--- src/hw/rtl/tte_pkg.sv ---
// Typical testor enumerator: shared types, codes and sizing constants.
// No dependencies; imported by tte_row_check, the top level and the bench.
`timescale 1ns / 1ps

package tte_pkg;

  // Sizing
  localparam int MAX_ROWS_DEF = 64;             // default row store depth
  localparam int MAX_COLS     = 16;             // columns of the matrix
  localparam int NCOLS_W      = 5;              // width of the num_cols register
  localparam int CAND_W       = MAX_COLS + 1;   // candidate mask plus end marker
  localparam logic [NCOLS_W-1:0] NCOLS_RESET = NCOLS_W'(MAX_COLS);

  // Transaction opcodes
  typedef enum logic [1:0] {
    ACT_APPEND = 2'd0,
    ACT_FETCH  = 2'd1,
    ACT_CLEAR  = 2'd2
  } act_t;

  // Result status codes
  typedef enum logic [1:0] {
    ST_STORED = 2'd0,
    ST_FOUND  = 2'd1,
    ST_DONE   = 2'd2,
    ST_FULL   = 2'd3
  } status_t;

  // Sequencer states
  typedef enum logic {
    S_IDLE = 1'b0,
    S_SCAN = 1'b1
  } fsm_state_t;

  // Sequencer to row checker
  typedef struct packed {
    logic clear;   // start a fresh candidate
    logic load;    // a row word is valid this cycle
  } chk_ctrl_t;

  // Row checker to sequencer
  typedef struct packed {
    logic miss;    // row has no 1 in any chosen column
    logic typical; // every chosen column owns a row so far
  } chk_stat_t;

endpackage

--- src/hw/rtl/tte_ram.sv ---
// Generic single-write, single-read RAM with registered read data.
// No dependencies; holds the rows of the basic matrix.
`timescale 1ns / 1ps

module tte_ram #(
  parameter int WIDTH  = 16,
  parameter int DEPTH  = 64,
  parameter int ADDR_W = (DEPTH > 1) ? $clog2(DEPTH) : 1
) (
  input  logic              clk,
  input  logic              wr_en,
  input  logic [ADDR_W-1:0] wr_addr,
  input  logic [WIDTH-1:0]  wr_data,
  input  logic              rd_en,
  input  logic [ADDR_W-1:0] rd_addr,
  output logic [WIDTH-1:0]  rd_data
);

  logic [WIDTH-1:0] mem [DEPTH];

  // Write port
  always_ff @(posedge clk) begin
    if (wr_en) begin
      mem[wr_addr] <= wr_data;
    end
  end

  // Registered read port
  always_ff @(posedge clk) begin
    if (rd_en) begin
      rd_data <= mem[rd_addr];
    end
  end

endmodule

--- src/hw/rtl/tte_row_check.sv ---
// Shared row check unit: tests one stored row per cycle against a candidate
// mask and accumulates the set of columns that own a row. Uses tte_pkg.
`timescale 1ns / 1ps

module tte_row_check (
  input  logic                        clk,
  input  tte_pkg::chk_ctrl_t          ctrl,
  input  logic [tte_pkg::MAX_COLS-1:0] row,
  input  logic [tte_pkg::MAX_COLS-1:0] mask,
  output tte_pkg::chk_stat_t          stat
);

  import tte_pkg::*;

  logic [MAX_COLS-1:0] owned;
  logic [MAX_COLS-1:0] owned_next;
  logic [MAX_COLS-1:0] hit;
  logic                single;

  // Chosen columns hit by this row; a single hit means that column owns it
  always_comb begin
    hit        = row & mask;
    single     = ((hit & (hit - MAX_COLS'(1))) == '0);
    owned_next = (single && (hit != '0)) ? (owned | hit) : owned;
    stat.miss    = (hit == '0);
    stat.typical = (owned_next == mask);
  end

  // Owned-column accumulator
  always_ff @(posedge clk) begin
    if (ctrl.clear) begin
      owned <= '0;
    end else if (ctrl.load) begin
      owned <= owned_next;
    end
  end

endmodule

--- src/hw/rtl/typical_testor_enumerator.sv ---
// Typical testor enumerator, top level: command port, sequencer, row store.
// Uses tte_pkg, tte_ram and tte_row_check.
`timescale 1ns / 1ps

// A transaction is taken when start is high and busy is low; its one result
// appears on testor_mask/status/rows_held with done high for exactly one
// cycle, and the receiver cannot stall it. Append, clear and unused opcodes
// are answered without a walk. A fetch walks candidate masks upward from
// where the last one stopped; each candidate reads rows until the first row
// that misses it, or all stored rows, through the single row check unit,
// the store delivering one row per cycle from its read port. A fetch with
// no rows stored or an exhausted walk answers ST_DONE without a walk. num_cols
// is written through cfg_wr_en/cfg_wr_data; the user must do so only while
// no fetch is in progress, as the block itself does not enforce it;
// a value of 0 acts as 1 and a value above 16 as 16.
module typical_testor_enumerator #(
  parameter  int MAX_ROWS = tte_pkg::MAX_ROWS_DEF,
  localparam int ROWS_W   = $clog2(MAX_ROWS + 1),
  localparam int ADDR_W   = (MAX_ROWS > 1) ? $clog2(MAX_ROWS) : 1
) (
  input  logic                         clk,
  input  logic                         rst,
  // Configuration
  input  logic                         cfg_wr_en,
  input  logic [tte_pkg::NCOLS_W-1:0]  cfg_wr_data,
  // Command
  input  logic                         start,
  output logic                         busy,
  input  logic [1:0]                   action,
  input  logic [tte_pkg::MAX_COLS-1:0] row_bits,
  // Result
  output logic                         done,
  output logic [tte_pkg::MAX_COLS-1:0] testor_mask,
  output logic [1:0]                   status,
  output logic [ROWS_W-1:0]            rows_held
);

  import tte_pkg::*;

  fsm_state_t          state, state_next;
  logic [NCOLS_W-1:0]  num_cols;
  logic [ROWS_W-1:0]   count, count_next;
  logic [CAND_W-1:0]   cand, cand_next;
  logic [MAX_COLS-1:0] mask, mask_next;
  logic [ROWS_W-1:0]   ridx, ridx_next;
  logic                rd_valid, rd_valid_next;
  logic                rd_last, rd_last_next;
  logic                done_next;
  logic [MAX_COLS-1:0] res_mask, res_mask_next;
  status_t             res_status, res_status_next;

  logic [NCOLS_W-1:0]  cols_eff;
  logic [CAND_W-1:0]   limit;
  logic [CAND_W-1:0]   mask_inc;
  logic                issue;
  logic                wr_en, rd_en;
  logic [MAX_COLS-1:0] rd_data;
  chk_ctrl_t           chk_ctrl;
  chk_stat_t           chk_stat;

  // Row store
  tte_ram #(
    .WIDTH  (MAX_COLS),
    .DEPTH  (MAX_ROWS),
    .ADDR_W (ADDR_W)
  ) u_ram (
    .clk     (clk),
    .wr_en   (wr_en),
    .wr_addr (count[ADDR_W-1:0]),
    .wr_data (row_bits),
    .rd_en   (rd_en),
    .rd_addr (ridx[ADDR_W-1:0]),
    .rd_data (rd_data)
  );

  // Shared row check unit
  tte_row_check u_chk (
    .clk  (clk),
    .ctrl (chk_ctrl),
    .row  (rd_data),
    .mask (mask),
    .stat (chk_stat)
  );

  // Columns in use, clamped, and the end of the walk
  always_comb begin
    if (num_cols == '0) begin
      cols_eff = NCOLS_W'(1);
    end else if (num_cols > NCOLS_W'(MAX_COLS)) begin
      cols_eff = NCOLS_W'(MAX_COLS);
    end else begin
      cols_eff = num_cols;
    end
    limit    = CAND_W'(1) << cols_eff;
    mask_inc = {1'b0, mask} + CAND_W'(1);
  end

  // Configuration register
  always_ff @(posedge clk) begin
    if (rst) begin
      num_cols <= NCOLS_RESET;
    end else if (cfg_wr_en) begin
      num_cols <= cfg_wr_data;
    end
  end

  // Sequencer registers
  always_ff @(posedge clk) begin
    if (rst) begin
      state    <= S_IDLE;
      count    <= '0;
      cand     <= CAND_W'(1);
      rd_valid <= 1'b0;
      done     <= 1'b0;
    end else begin
      state    <= state_next;
      count    <= count_next;
      cand     <= cand_next;
      rd_valid <= rd_valid_next;
      done     <= done_next;
    end
  end

  // Datapath registers
  always_ff @(posedge clk) begin
    mask       <= mask_next;
    ridx       <= ridx_next;
    rd_last    <= rd_last_next;
    res_mask   <= res_mask_next;
    res_status <= res_status_next;
  end

  // Next state and control
  always_comb begin
    state_next      = state;
    count_next      = count;
    cand_next       = cand;
    mask_next       = mask;
    ridx_next       = ridx;
    rd_valid_next   = rd_valid;
    rd_last_next    = rd_last;
    done_next       = 1'b0;
    res_mask_next   = res_mask;
    res_status_next = res_status;
    wr_en           = 1'b0;
    rd_en           = 1'b0;
    issue           = 1'b0;
    chk_ctrl        = '0;

    unique case (state)
      S_IDLE: begin
        if (start) begin
          done_next     = 1'b1;
          res_mask_next = '0;
          case (action)
            ACT_APPEND: begin
              if (count < ROWS_W'(MAX_ROWS)) begin
                wr_en           = 1'b1;
                count_next      = count + ROWS_W'(1);
                cand_next       = CAND_W'(1);
                res_status_next = ST_STORED;
              end else begin
                res_status_next = ST_FULL;
              end
            end
            ACT_FETCH: begin
              if ((cand >= limit) || (count == '0)) begin
                // nothing left to walk, or no row makes any column needed
                res_status_next = ST_DONE;
                if (cand < limit) begin
                  cand_next = limit;
                end
              end else begin
                done_next      = 1'b0;
                mask_next      = cand[MAX_COLS-1:0];
                ridx_next      = '0;
                rd_valid_next  = 1'b0;
                chk_ctrl.clear = 1'b1;
                state_next     = S_SCAN;
              end
            end
            ACT_CLEAR: begin
              count_next      = '0;
              cand_next       = CAND_W'(1);
              res_status_next = ST_STORED;
            end
            default: begin
              res_status_next = ST_STORED;
            end
          endcase
        end
      end

      S_SCAN: begin
        // issue one row read a cycle, check the row read the cycle before
        issue         = (ridx < count);
        rd_en         = issue;
        rd_valid_next = issue;
        rd_last_next  = issue && (ridx == (count - ROWS_W'(1)));
        ridx_next     = issue ? (ridx + ROWS_W'(1)) : ridx;
        chk_ctrl.load = rd_valid;

        if (rd_valid && (chk_stat.miss || rd_last)) begin
          // candidate decided: drop reads in flight and restart the row walk
          chk_ctrl.clear = 1'b1;
          rd_valid_next  = 1'b0;
          ridx_next      = '0;
          if (!chk_stat.miss && chk_stat.typical) begin
            res_mask_next   = mask;
            res_status_next = ST_FOUND;
            cand_next       = mask_inc;
            done_next       = 1'b1;
            state_next      = S_IDLE;
          end else if (mask_inc >= limit) begin
            res_mask_next   = '0;
            res_status_next = ST_DONE;
            cand_next       = limit;
            done_next       = 1'b1;
            state_next      = S_IDLE;
          end else begin
            mask_next = mask_inc[MAX_COLS-1:0];
          end
        end
      end

      default: begin
        state_next = S_IDLE;
      end
    endcase
  end

  // Outputs
  assign busy        = (state != S_IDLE);
  assign testor_mask = res_mask;
  assign status      = res_status;
  assign rows_held   = count;

`ifndef ASSERT_OFF
  // A result only follows an accepted command or the end of a walk
  a_done_source: assert property (@(posedge clk) disable iff (rst)
    done |-> ($past(start && !busy) || $past(state == S_SCAN)))
    else $error("result strobe without a transaction");

  // A found testor is never empty and lies below the column limit
  a_found_mask: assert property (@(posedge clk) disable iff (rst)
    (done && (status == ST_FOUND)) |-> ((testor_mask != '0) &&
      ({1'b0, testor_mask} < limit)))
    else $error("found testor out of range");

  // Row count never passes the store depth
  a_count_max: assert property (@(posedge clk) disable iff (rst)
    count <= ROWS_W'(MAX_ROWS))
    else $error("row count beyond store depth");

  // A walk only runs with rows stored and a candidate below the limit
  a_scan_valid: assert property (@(posedge clk) disable iff (rst)
    (state == S_SCAN) |-> ((count != '0) && ({1'b0, mask} < limit)))
    else $error("walk running with no rows or past the limit");
`endif

endmodule

--- config.mk ---
export PLATFORM = sky130hd
export DESIGN_NAME = typical_testor_enumerator
export DESIGN_NICKNAME = d
export VERILOG_FILES = /design/src/hw/rtl/tte_pkg.sv /design/src/hw/rtl/tte_ram.sv /design/src/hw/rtl/tte_row_check.sv /design/src/hw/rtl/typical_testor_enumerator.sv
export SDC_FILE = /design/constraint.sdc
export NUM_CORES = 1
export LEC_CHECK = 0
export CORE_MARGIN = 2
export CORE_UTILIZATION = 36
export DETAILED_ROUTE_END_ITERATION = 16
export DONT_BUFFER_PORTS = 1
export GPL_ROUTABILITY_DRIVEN = 0
export GPL_TIMING_DRIVEN = 0
export PLACE_DENSITY_LB_ADDON = 0.2
export SLEW_MARGIN = 20
export SYNTH_ARGS = -nofsm -noshare
export SYNTH_HDL_FRONTEND = slang
export SYNTH_HIERARCHICAL = 1
export SYNTH_SLANG_ARGS = --single-unit
--- constraint.sdc ---
create_clock -name clk -period 11.7 [get_ports clk]
set_input_delay 0.585 -clock clk [delete_from_list [all_inputs] [get_ports clk]]
set_output_delay 0.585 -clock clk [all_outputs]
set_load 0.05 [all_outputs]
# Word level (Yosys, flattened, before mapping)
# Memories as Yosys holds them, arrays and structs flattened. A register that Yosys moved wholly into a read port is not among the register bits.
# Index checks and enable logic that the tools add are counted.
# classes
reduce_logical	21
n_shift	1
addsub	5
n_mux	69
bitwise	4
eq_ne	17
order_cmp	6
# op_table
op	n
two-way mux 16 bit	11
two-way mux 17 bit	7
one-hot mux 16 bit (2 select lines)	2
one-hot mux 17 bit (3 select lines)	1
two-way mux 7 bit	6
greater-or-equal comparator 17 bit	2
one-hot mux 17 bit (2 select lines)	1
AND 16 bit	2
logical NOT 16 bit	2
one-hot mux 7 bit (2 select lines)	2
two-way mux 1 bit	25
adder 16 x 1 -> 17 bit, second input constant	1
less-than comparator 17 bit	1
<< shifter 1 x 5 -> 17 bit, first input constant	1
equality test 16 bit	1
bitwise OR 16 bit	1
nonzero test 16 bit	1
subtractor 16 x 1 -> 16 bit, second input constant	1
adder 7 x 1 -> 7 bit, second input constant	2
two-way mux 2 bit	6
AND reduction 4 bit	3
two-way mux 5 bit	2
inequality test 2 bit, second input constant	5
inequality test 3 bit, second input constant	3
other kinds (23)	34
# word_totals
memories	1
reg_bits	90
inputBits	27
wordCells	136
ram_bits	1024
# mem_list
memory	words	word_bits	read_ports	rd_ports_with_merged_regs	wr	line	rtl
u_ram.mem	64	16	1	1	1	tte_ram.sv:19	logic [WIDTH-1:0] mem [DEPTH];

# Longest topological paths before layout
# Gate-level depths: netlist of the first run.
# logic_depth
word_depth	11
ltp_mapped	15

# Modules after synthesis
# Netlist of the first run, hierarchy kept.
# modules_own_cells
mod	cells_each	n_inst	seq_area_each_um2	area_each_um2
tte_ram	1829	1	31230.0	40202.3
typical_testor_enumerator	535	1	1901.8	4757.1
tte_row_check	155	1	320.3	1092.3

# Worst setup path after synthesis of the first run
# No wires, ideal clock.
# synth_path
kind	flip-flop to flip-flop
start	register mask[0]
end	register mask[0] (enable)
synth_period_minus_slack_ns	4.172
path_slack_ns	7.528
setup_ns	0.414
path_stages_with_launch	12
arrival_time_ns	3.758
required_ns	11.286
path_cell_list	edfxtp_1 ha_1 nand4_1 nor4_1 xor2_1 ha_1 a21o_1 a21oi_1 o22ai_1 a211oi_1 nand2_1 a21boi_0
# synth_via
elab_chain_cells	10
# synth_lines
element	line	rtl
start, declared	typical_testor_enumerator.sv:44	logic [MAX_COLS-1:0] mask, mask_next;
start signal, assigned	typical_testor_enumerator.sv:126	mask <= mask_next;
AND 16 bit	tte_row_check.sv:22	hit = row & mask;
subtractor 16 x 1 -> 16 bit	tte_row_check.sv:23	single = ((hit & (hit - MAX_COLS'(1))) == '0);
AND 16 bit	tte_row_check.sv:23	
logical NOT 16 bit	tte_row_check.sv:23	
logical AND 1 bit	tte_row_check.sv:24	owned_next = (single && (hit != '0)) ? (owned | hit) : owned;
two-way mux 16 bit	tte_row_check.sv:24	
equality test 16 bit	tte_row_check.sv:26	stat.typical = (owned_next == mask);
logical AND 1 bit	typical_testor_enumerator.sv:208	if (!chk_stat.miss && chk_stat.typical) begin
inequality test 2 bit (no line)	-	
AND reduction 6 bit (no line) (*)	-	
# Every way passes the cells marked *; elsewhere a longest branch is shown, timed or not.
# A chain may end at the register's enable or synchronous reset.

==> flow_summary.ini, run 1 <==
[die]
io_pins = 54
floorplan_core_area_mm2 = 0.127
dieWidth_um = 362
vertical_die_dimension_um = 362
starting_density = 0.362
rows = 131
die_area_mm2 = 0.131

[timing]
setup_total_negative_slack_ns = 0
rsz_0062_raised_after_global_routing = false
fin_ws_ns = 6.53
tightest_slew_ns = 1.17
final_clock_period_utilization_by_the_worst_path = 0.442
max-slew-margin-rel = 0.222
fmax_mhz = 193
final_max_slew_viol_count = 0
clock-skew-final_ns = 0.0219
layout_min_cycle_time_ns = 5.17
final_hold_violating_endpoints = 0
setup-violations-final = 0

[critical_path]
setup.worst_path.class = register to register
timing.critical_path.slowest_cell_delay_ns = 0.74
critical_path.slowest_cell = sky130_fd_sc_hd__a222oi_1
timing.critical_path.cells = a222oi_1 > nand4_1 > a221o_1 > nor4_4 > a21oi_1 > nor4_1 > and3_1 > nand2b_1 > nor2_1 > clkbuf_1 > a22oi_1 > or4_1 > o21ai_1
setup.worst_path.end_class = register
crit_path_max_fanout = 13
worstPathArrival_ns = 5.82
crit_required_ns = 12.35
worstSetupStartpointType = register
slack_of_the_worst_reg_to_reg_path_ns = 6.53

[detailed_routing]
number_of_drc_violations_after_detailed_routing_iteration_0 = 2477
post_drt_wl_per_cell_um = 28.1
post-route-drc-count = 0
num_vias = 24851
drt-vias-per-instance = 5.55
ant_nets = 0
wl_um = 126000
firstDrtPassIters = 6

[global_routing]
initial_antenna_violation_count = 8
grt_first_pass_wirelength_um = 180000
grt.total_usage = 0.191
grt_pass1_vias = 25028
grt-ovfl-total = 0
grt_start_max_net_pins = 65

[clocking]
cts-root-to-sink-buffers = 3
cts-htree-levels = 3
clkSlewWorstSetupHoldPaths_ns = 0.06
worst_skew_pair.late_latency_ns = 0.74
tritoncts = yes
clk_root_buffer_cell = sky130_fd_sc_hd__clkbuf_16
tritoncts.num_buffers = 116
cts_repair_resize_count = 0
clkSinkCount = 1130

[flow_run]
timing.max_cap.violations = 0

[power_and_ir_drop]
irDropWorstVdd_uv = 151
power.combinational.fraction = 0.082
p_int_mw = 6.85
p_seq_frac = 0.506
pd_cells_mw_per_mm2 = 168
power_switching_share = 0.233
power_frac_clock = 0.412
leakage_nw = 17.0
power.net_switching_mw = 2.09
design_power_total_mw = 8.94

[final_layout]
inserted_diodes = 0
fillCellCount = 11163
final_cell_count_no_fill = 4479
layout-area-overhead-vs-synth_pct = 15.9
seqCellArea_mm2 = 0.0335
postLayoutCellArea_mm2 = 0.0534
multi_input_comb_area_mm2 = 0.0118
final_nets = 2793
drive_above_1_share = 0.231

[place]
dp_cells = 4243
port_buffers = 0
dp_slack_ns = 6.77
dpl_cell_area_mm2 = 0.0491
half_perimeter_wire_length_after_detailed_placement_um = 84900

[logic_synthesis]
yosysTopAreaCell = sky130_fd_sc_hd__edfxtp_1
postSynth.topFlopCell = sky130_fd_sc_hd__edfxtp_1
post_synth.cell_area_avg_um2 = 18.3
yosys.cell_types.count = 74
synth_warnings = 6
synth_cells = 2519
postSynth.asyncResetShare = 0
synth_top_cells_by_area = sky130_fd_sc_hd__edfxtp_1 (71%), sky130_fd_sc_hd__mux4_2 (11%), sky130_fd_sc_hd__dfxtp_1 (2.1%)
ys_seq_area_frac = 0.726
synth-edff-count = 1082
synth.ff_latch_count = 1130
yosysTopAreaCellShare = 0.706
post_synth_design_cell_area_mm2 = 0.0461

[worst_hold_path]
min_path_type = input port to register

[run_status]
outcome = finished clean
==> sequential cells by signal, summed over array words and instances, names as in the netlist, 2 cells and up <==
register	cells
rows_held	7
mask	16
testor_mask	16
status	2
u_ram/mem	1024
num_cols	5
ridx	7
u_ram/rd_data	16
u_chk/owned	16
cand	17
==> stage by stage <==
step / utilization / hold slack [ns]
after detailed placement: 0.386 / 0.457
after global placement: 0.378 / 0.445
after floorplan: - / 0.437
final: 0.419 / 0.0618
after global routing: 0.419 / 0.0356
after CTS: 0.419 / 0.00172
==> placed cells by master, fill, tap and decap left out, types with 36 or more instances in the layout <==
cell,count
sky130_fd_sc_hd__nor2_1,113
sky130_fd_sc_hd__buf_2,37
sky130_fd_sc_hd__mux4_2,220
sky130_fd_sc_hd__dfxtp_1,48
sky130_fd_sc_hd__nand3_1,39
sky130_fd_sc_hd__clkbuf_1,68
sky130_fd_sc_hd__mux2i_1,90
sky130_fd_sc_hd__a21oi_1,45
sky130_fd_sc_hd__a22oi_1,56
sky130_fd_sc_hd__nor2_2,62
sky130_fd_sc_hd__buf_6,57
sky130_fd_sc_hd__nand2_1,142
sky130_fd_sc_hd__ha_1,46
sky130_fd_sc_hd__clkbuf_16,117
sky130_fd_sc_hd__edfxtp_1,1082
sky130_fd_sc_hd__inv_1,36
==> power groups by stage <==
stage	Clock, mW	Combinational, mW	Sequential [mW]
final	3.68	0.734	4.52
after global placement	0	0.648	4.61
after CTS	3.76	0.738	4.52
after global routing	3.90	0.778	4.53
after floorplan	0	0.426	4.59
after detailed placement	0	0.653	4.61
==> Yosys cell counts (all sizes together) (13+ instances only) <==
cell type and instances:
o22ai 13, nor4 14, mux4 224, mux2 28, mux2i 90, and3 19, inv 36, ha 46
o21ai 35, dfxtp 48, a21oi 47, nor3 14, clkbuf 45, or4 18, buf 84, nor2 179
xnor2 22, a221oi 16, a31oi 28, a211oi 13, nand2 143, edfxtp 1082, nand4 35, nand3 39
a22oi 56, nor2b 34
==> path summary, 6_finish.rpt <==
path              cells after the start     start  endpoint
hold reg to reg                       2  cand[16]  cand[16]
hold / removal                        2       rst  cand[14]
setup reg to reg                     13   mask[0]  cand[10]
setup / recovery                     13   mask[0]  cand[10]
==> area by class of cell <==
type                            instances  area share
Multi-Input combinational cell       1223       0.221
Buffer                                129      0.0164
Clock inverter                         69      0.0134
Clock buffer                          146      0.0575
Sequential cell                      1130       0.627
Timing Repair Buffer                   82      0.0232
Inverter                               38     0.00267
Tap cell                             1662      0.0390
==> layer usage <==
| metal | share of wire | global-route usage | up-vias |
|---|---|---|---|
| li1 | - | - | 10659 |
| met5 | 0.00021 | 0 | - |
| met3 | 0.064 | 0.0344 | 189 |
| met4 | 0.028 | 0.0539 | 4 |
| met2 | 0.49 | 0.320 | 923 |
| met1 | 0.41 | 0.254 | 13076 |
==> cells by family (layout without fill, tap and decap cells) <==
| logic type | Yosys count | after routing | share of synthesized area |
|---|---|---|---|
| AO/OA/AOI/OAI | 276 | 276 | 0.0421 |
| multiplexers | 342 | 342 | 0.136 |
| adder cells (fa/ha/maj) | 46 | 46 | 0.0125 |
| flip-flops | 1130 | 1130 | 0.726 |
| AND/OR/NAND/NOR | 526 | 526 | 0.0547 |
| other | 1 | 2 | 0.0000814 |
| buffers and inverters | 167 | 464 | 0.0221 |
| XOR/XNOR | 31 | 31 | 0.00590 |
==> worst max-delay path: cells and delay by family, from the launching register on <==
| family | cells | cell delay [ns] |
|---|---|---|
| AND/OR/NAND/NOR | 7 | 2.36 |
| AO/OA/AOI/OAI | 5 | 1.60 |
| flip-flops | 1 | 0.65 |
| buffers and inverters | 1 | 0.48 |
==> what timing repair did <==
| action | CTS | global route |
|---|---|---|
| setup buffers | 0 | 0 |
| hold endpoints to repair | 1029 | 0 |
| hold buffers | 21 | 0 |
(Power assumes the default switching activity.)
==> run 2, diff against run 1 <==
clock period = 4.6 ns   (was 11.7 ns; I/O delays follow)
==> flow_summary.ini, run 2 (synthesis results as in run 1) <==
[clocking]
clkSinkCount = 1130
clk_root_buffer_cell = sky130_fd_sc_hd__clkbuf_16
worst_skew_pair.late_latency_ns = 0.74
cts-htree-levels = 3
tritoncts = yes
clkSlewWorstSetupHoldPaths_ns = 0.06
tritoncts.num_buffers = 116
cts-root-to-sink-buffers = 3

[critical_path]
crit_path_max_fanout = 11
setup.worst_path.end_class = register
timing.critical_path.cells = a22oi_1 > nand4_1 > a221o_1 > nor4_4 > buf_4 > a21oi_1 > nor4_1 > and3_1 > nand2b_1 > nand2_1 > inv_1 > a21bo_1 > buf_6 > buf_8 > or4_1 > o21ai_1
worstPathArrival_ns = 5.10
timing.critical_path.slowest_cell_delay_ns = 0.62
setup.worst_path.class = register to register
crit_required_ns = 5.24
critical_path.slowest_cell = sky130_fd_sc_hd__edfxtp_1
worstSetupStartpointType = register

[global_routing]
initial_antenna_violation_count = 5
grt_first_pass_wirelength_um = 180000
grt_pass1_vias = 25228
grt.total_usage = 0.191
grt_start_max_net_pins = 65
grt-ovfl-total = 0

[die]
starting_density = 0.362
io_pins = 54
die_area_mm2 = 0.131
vertical_die_dimension_um = 362
floorplan_core_area_mm2 = 0.127
rows = 131
dieWidth_um = 362

[detailed_routing]
number_of_drc_violations_after_detailed_routing_iteration_0 = 2604
post-route-drc-count = 0
firstDrtPassIters = 6
num_vias = 25073
wl_um = 126000
maxUsedRoutingLayer = met5
drt-vias-per-instance = 5.55
ant_nets = 0
post_drt_wl_per_cell_um = 28.0
met2WireLength_um = 62200
routedLengthMet1_um = 52800
wl_met3_um = 7900

[place]
dpl_cell_area_mm2 = 0.0491
half_perimeter_wire_length_after_detailed_placement_um = 84900
port_buffers = 0

[final_layout]
regMostFlops = u_ram/mem
drive_above_1_share = 0.234
final_nets = 2832
largest_register_ffs = 1024
fillCellCount = 11139
finalCoreUtilization = 0.422
postLayoutCellArea_mm2 = 0.0537
layout-area-overhead-vs-synth_pct = 16.7
inserted_diodes = 0
mostFrequentLayoutCell = sky130_fd_sc_hd__edfxtp_1
seqCellArea_mm2 = 0.0335
reg.largest.list = u_ram/mem: 1024 flops, cand: 17 flops
multi_input_comb_area_mm2 = 0.0118
most-common-layout-cells = sky130_fd_sc_hd__edfxtp_1 (1082), sky130_fd_sc_hd__mux4_2 (220), sky130_fd_sc_hd__nand2_1 (142)

[timing]
clock-skew-final_ns = 0.0225
layout_min_cycle_time_ns = 4.45
max-slew-margin-rel = 0.329
fmax_mhz = 225
final_hold_violating_endpoints = 0
tightest_slew_ns = 1.00
final_clock_period_utilization_by_the_worst_path = 0.968
setup-violations-final = 0
final_max_slew_viol_count = 0

[power_and_ir_drop]
power.combinational.fraction = 0.084
irDropWorstVdd_uv = 382
power_switching_share = 0.234
p_int_mw = 17.5
power_frac_clock = 0.411
leakage_nw = 17.2
p_seq_frac = 0.505
power.net_switching_mw = 5.32
pd_cells_mw_per_mm2 = 424

[flow_run]
timing.max_cap.violations = 0

[worst_hold_path]
min_path_type = input port to register

[run_status]
outcome = finished clean
-- run 2: timing repair --
action,4_1_cts,5_1_grt
hold buffers,48,0
endpoints found under the hold margin,1048,0
resized for setup,4,3
pin swaps,2,1
endpoints found under the setup margin,47,52
buffers inserted,4,8
-- run 2: critical path, delay by kind of cell, from the launching register on --
family | cells | cell delay (ns)
and+or+nand+nor | 7 | 1.91
AOI/OAI and AO/OA | 5 | 1.27
DFF | 1 | 0.62
buffers and inverters | 4 | 0.57
-- run 2: cell type report --
type | count | share of cell area
clock buffers | 146 | 0.0571
clock inverters | 69 | 0.0133
inverters | 38 | 0.00265
flip-flops and latches | 1130 | 0.623
repair buffers | 121 | 0.0297
well taps | 1662 | 0.0387
multi-input cells | 1223 | 0.220
plain buffers | 129 | 0.0163
-- run 2: path summary, 6_finish.rpt --
check	start	to	cells after the start	slack (ns)
setup / recovery	mask[2]	cand[12]	16	0.15
hold / removal	action[0]	busy	5	0.17
setup reg to reg	mask[2]	cand[12]	16	0.15
hold reg to reg	cand[16]	cand[16]	2	0.47
-- run 2: stage by stage --
step                TNS, ns  instances  setup WS, ns  hold WS (ns)  total power [mW]
global placement    -241.61       4182        -0.968         0.333              13.4
global route        -0.0292       4518       -0.0198         0.196              23.5
detailed placement    -5.74       4243        -0.333         0.334              13.4
finish                    0       4518         0.149         0.166              22.8
floorplan                 0       2520         0.428         0.329              12.8
CTS                       0       4510        0.0636         0.105              23.0
-- run 2: per-layer routing --
layer	vias to the layer above	GRT usage
met3	209	0.0324
li1	10724	-
met5	-	0
met1	13170	0.257
met4	2	0.0528
met2	968	0.321
-- run 2: power by group through the flow --
stage | logic (mW) | registers, mW | clock network, mW
after global placement | 1.65 | 11.7 | 0
after CTS | 1.91 | 11.5 | 9.56
after detailed placement | 1.66 | 11.7 | 0
final | 1.92 | 11.5 | 9.35
after floorplan | 1.08 | 11.7 | 0
after global routing | 2.03 | 11.5 | 9.93
==> run 3, diff against run 2 <==
ABC_AREA = 1   (was unset)
CORE_MARGIN = 4   (was 2)
PLACE_DENSITY_LB_ADDON = unset   (was 0.2)
==> flow_summary.ini, run 3 <==
[logic_synthesis]
synth_top_family_by_area = simple AND/OR/NAND/NOR gates
synth_simple_gate_area_share = 0.243
synth.most_common_cell = sky130_fd_sc_hd__nand2_1
yosys.cell_types.count = 54
xor_xnor_share_of_the_synthesized_area = 0.00251
ys_seq_area_frac = 0.684
post_synth_design_cell_area_mm2 = 0.0489
postSynth.topFlopCell = sky130_fd_sc_hd__edfxtp_1
postSynth.asyncResetShare = 0
synth.area.mux_share = 0
yosysTopAreaCellShare = 0.664
synth_warnings = 6
yosysTopAreaCell = sky130_fd_sc_hd__edfxtp_1
synth_top_cells_by_area = sky130_fd_sc_hd__edfxtp_1 (66%), sky130_fd_sc_hd__nand2_1 (12%), sky130_fd_sc_hd__nand3_1 (9.5%)
synth_cells = 4486
synth_common_cells = sky130_fd_sc_hd__nand2_1 (1539), sky130_fd_sc_hd__edfxtp_1 (1082), sky130_fd_sc_hd__nand3_1 (928)
post_synth.cell_area_avg_um2 = 10.9
synthesized_area_fraction_occupied_by_ao_oa_aoi_and_oai_cells = 0.0136
synth.ff_latch_count = 1130
synth-edff-count = 1082
yosys.area_share.adder = 0.0118

[timing]
setup_total_negative_slack_ns = 0
max-slew-margin-rel = 0.233
setup-violations-final = 0
layout_min_cycle_time_ns = 4.34
rsz_0062_raised_after_global_routing = false
tightest_slew_ns = 1.15
fmax_mhz = 230
final_max_slew_viol_count = 0
final_hold_violating_endpoints = 0
clock-skew-final_ns = 0.0475
final_clock_period_utilization_by_the_worst_path = 0.944
fin_ws_ns = 0.259
timing.hold.ws_ns = 0.0626

[clocking]
hold_buffers = 44
clk_root_buffer_cell = sky130_fd_sc_hd__clkbuf_16
cts-htree-levels = 3
worst_skew_pair.late_latency_ns = 0.73
cts_repair_resize_count = 0
tritoncts = yes
clkSinkCount = 1130
cts_setup_buffers = 0
tritoncts.num_buffers = 111
cts-root-to-sink-buffers = 3
clkSlewWorstSetupHoldPaths_ns = 0.06

[place]
port_buffers = 0
half_perimeter_wire_length_after_detailed_placement_um = 105000
dpl_cell_area_mm2 = 0.0522
dp_cells = 6342
dp_slack_ns = 0.392

[final_layout]
mostFrequentLayoutCell = sky130_fd_sc_hd__nand2_1
regMostFlops = u_ram/mem
largest_register_ffs = 1024
finalCoreUtilization = 0.417
postLayoutCellArea_mm2 = 0.0565
drive_above_1_share = 0.120
reg.largest.list = u_ram/mem: 1024 flops, cand: 17 flops
multi_input_comb_area_mm2 = 0.0135
final_nets = 4791
most-common-layout-cells = sky130_fd_sc_hd__nand2_1 (1539), sky130_fd_sc_hd__edfxtp_1 (1082), sky130_fd_sc_hd__nand3_1 (928)
fillCellCount = 12541
final_cell_count_no_fill = 6595
seqCellArea_mm2 = 0.0335
layout-area-overhead-vs-synth_pct = 15.4

[die]
dieWidth_um = 377
io_pins = 54
starting_density = 0.362
rows = 135
die_area_mm2 = 0.142
vertical_die_dimension_um = 377
floorplan_core_area_mm2 = 0.135

[global_routing]
initial_antenna_violation_count = 8
grt_start_max_net_pins = 65
grt.total_usage = 0.215
busiest_layer = met2
gr-usage-met2 = 0.333
grt-ovfl-total = 0
grt_first_pass_wirelength_um = 223000
grt_use_met3 = 0.0451
use_met1 = 0.291
grt_pass1_vias = 33287

[power_and_ir_drop]
irDropWorstVdd_uv = 341
power.combinational.fraction = 0.104
p_int_mw = 17.1
leakage_nw = 21.0
pd_cells_mw_per_mm2 = 405
p_seq_frac = 0.503
power.net_switching_mw = 5.79
power_switching_share = 0.253
design_power_total_mw = 22.8
power_frac_clock = 0.393

[critical_path]
setup.worst_path.end_class = register
worstPathArrival_ns = 4.66
worstSetupStartpointType = register
setup.worst_path.class = register to register
crit_path_max_fanout = 16
crit_required_ns = 4.91

[worst_hold_path]
min_path_type = input port to register

[detailed_routing]
post_drt_wl_per_cell_um = 23.7
firstDrtPassIters = 8
wl_um = 156000
ant_nets = 0
number_of_drc_violations_after_detailed_routing_iteration_0 = 4865
num_vias = 35482
post-route-drc-count = 0
drt-vias-per-instance = 5.38

[flow_run]
timing.max_cap.violations = 0

[run_status]
outcome = finished clean
## run 3: power groups by stage
| stage | clock [mW] | sequential (mW) | combinational [mW] |
|---|---|---|---|
| after detailed placement | 0 | 11.7 | 2.04 |
| after global routing | 9.50 | 11.5 | 2.54 |
| final | 8.98 | 11.5 | 2.38 |
| after CTS | 9.08 | 11.5 | 2.32 |
| after global placement | 0 | 11.7 | 2.02 |
| after floorplan | 0 | 11.7 | 1.30 |
## run 3: worst max-delay path, cell delays in order, from the launching register on
cell and delay [ns]:
sky130_fd_sc_hd__dfxtp_1 0.59, sky130_fd_sc_hd__nor2_1 0.20, sky130_fd_sc_hd__inv_1 0.10, sky130_fd_sc_hd__nor4_1 0.69, sky130_fd_sc_hd__clkbuf_1 0.37, sky130_fd_sc_hd__nand4_1 0.92, sky130_fd_sc_hd__nor2_2 1.10
## run 3: path summary, 6_finish.rpt
check | from | endpoint | slack (ns) | cells after the start
hold / removal | action[0] | cand[0] | 0.06 | 5
hold reg to reg | u_chk/owned[5] | u_chk/owned[5] | 0.47 | 2
setup reg to reg | busy | u_ram/mem[11][1] | 0.26 | 6
setup / recovery | busy | u_ram/mem[11][1] | 0.26 | 6
## run 3: final cells by class
class,instances,area share
Antenna cell,6,0.000266
Multi-Input combinational cell,2942,0.239
Timing Repair Buffer,118,0.0266
Sequential cell,1130,0.592
Inverter,171,0.0115
Clock buffer,132,0.0513
Buffer,244,0.0277
Tap cell,1781,0.0395
Clock inverter,71,0.0119
## run 3: metal layers
layer	share of wire	wire [um]
met1	0.40	62000
met2	0.45	69700
met3	0.11	16600
met4	0.051	7990
met5	0	0
## run 3: kinds of logic after synthesis
group | Yosys count
adders and majority gates | 46
other | 1
and+or+nand+nor | 2766
xor gates and xnor gates | 14
DFF | 1130
buffers and inverters | 415
AOI/OAI and AO/OA | 114
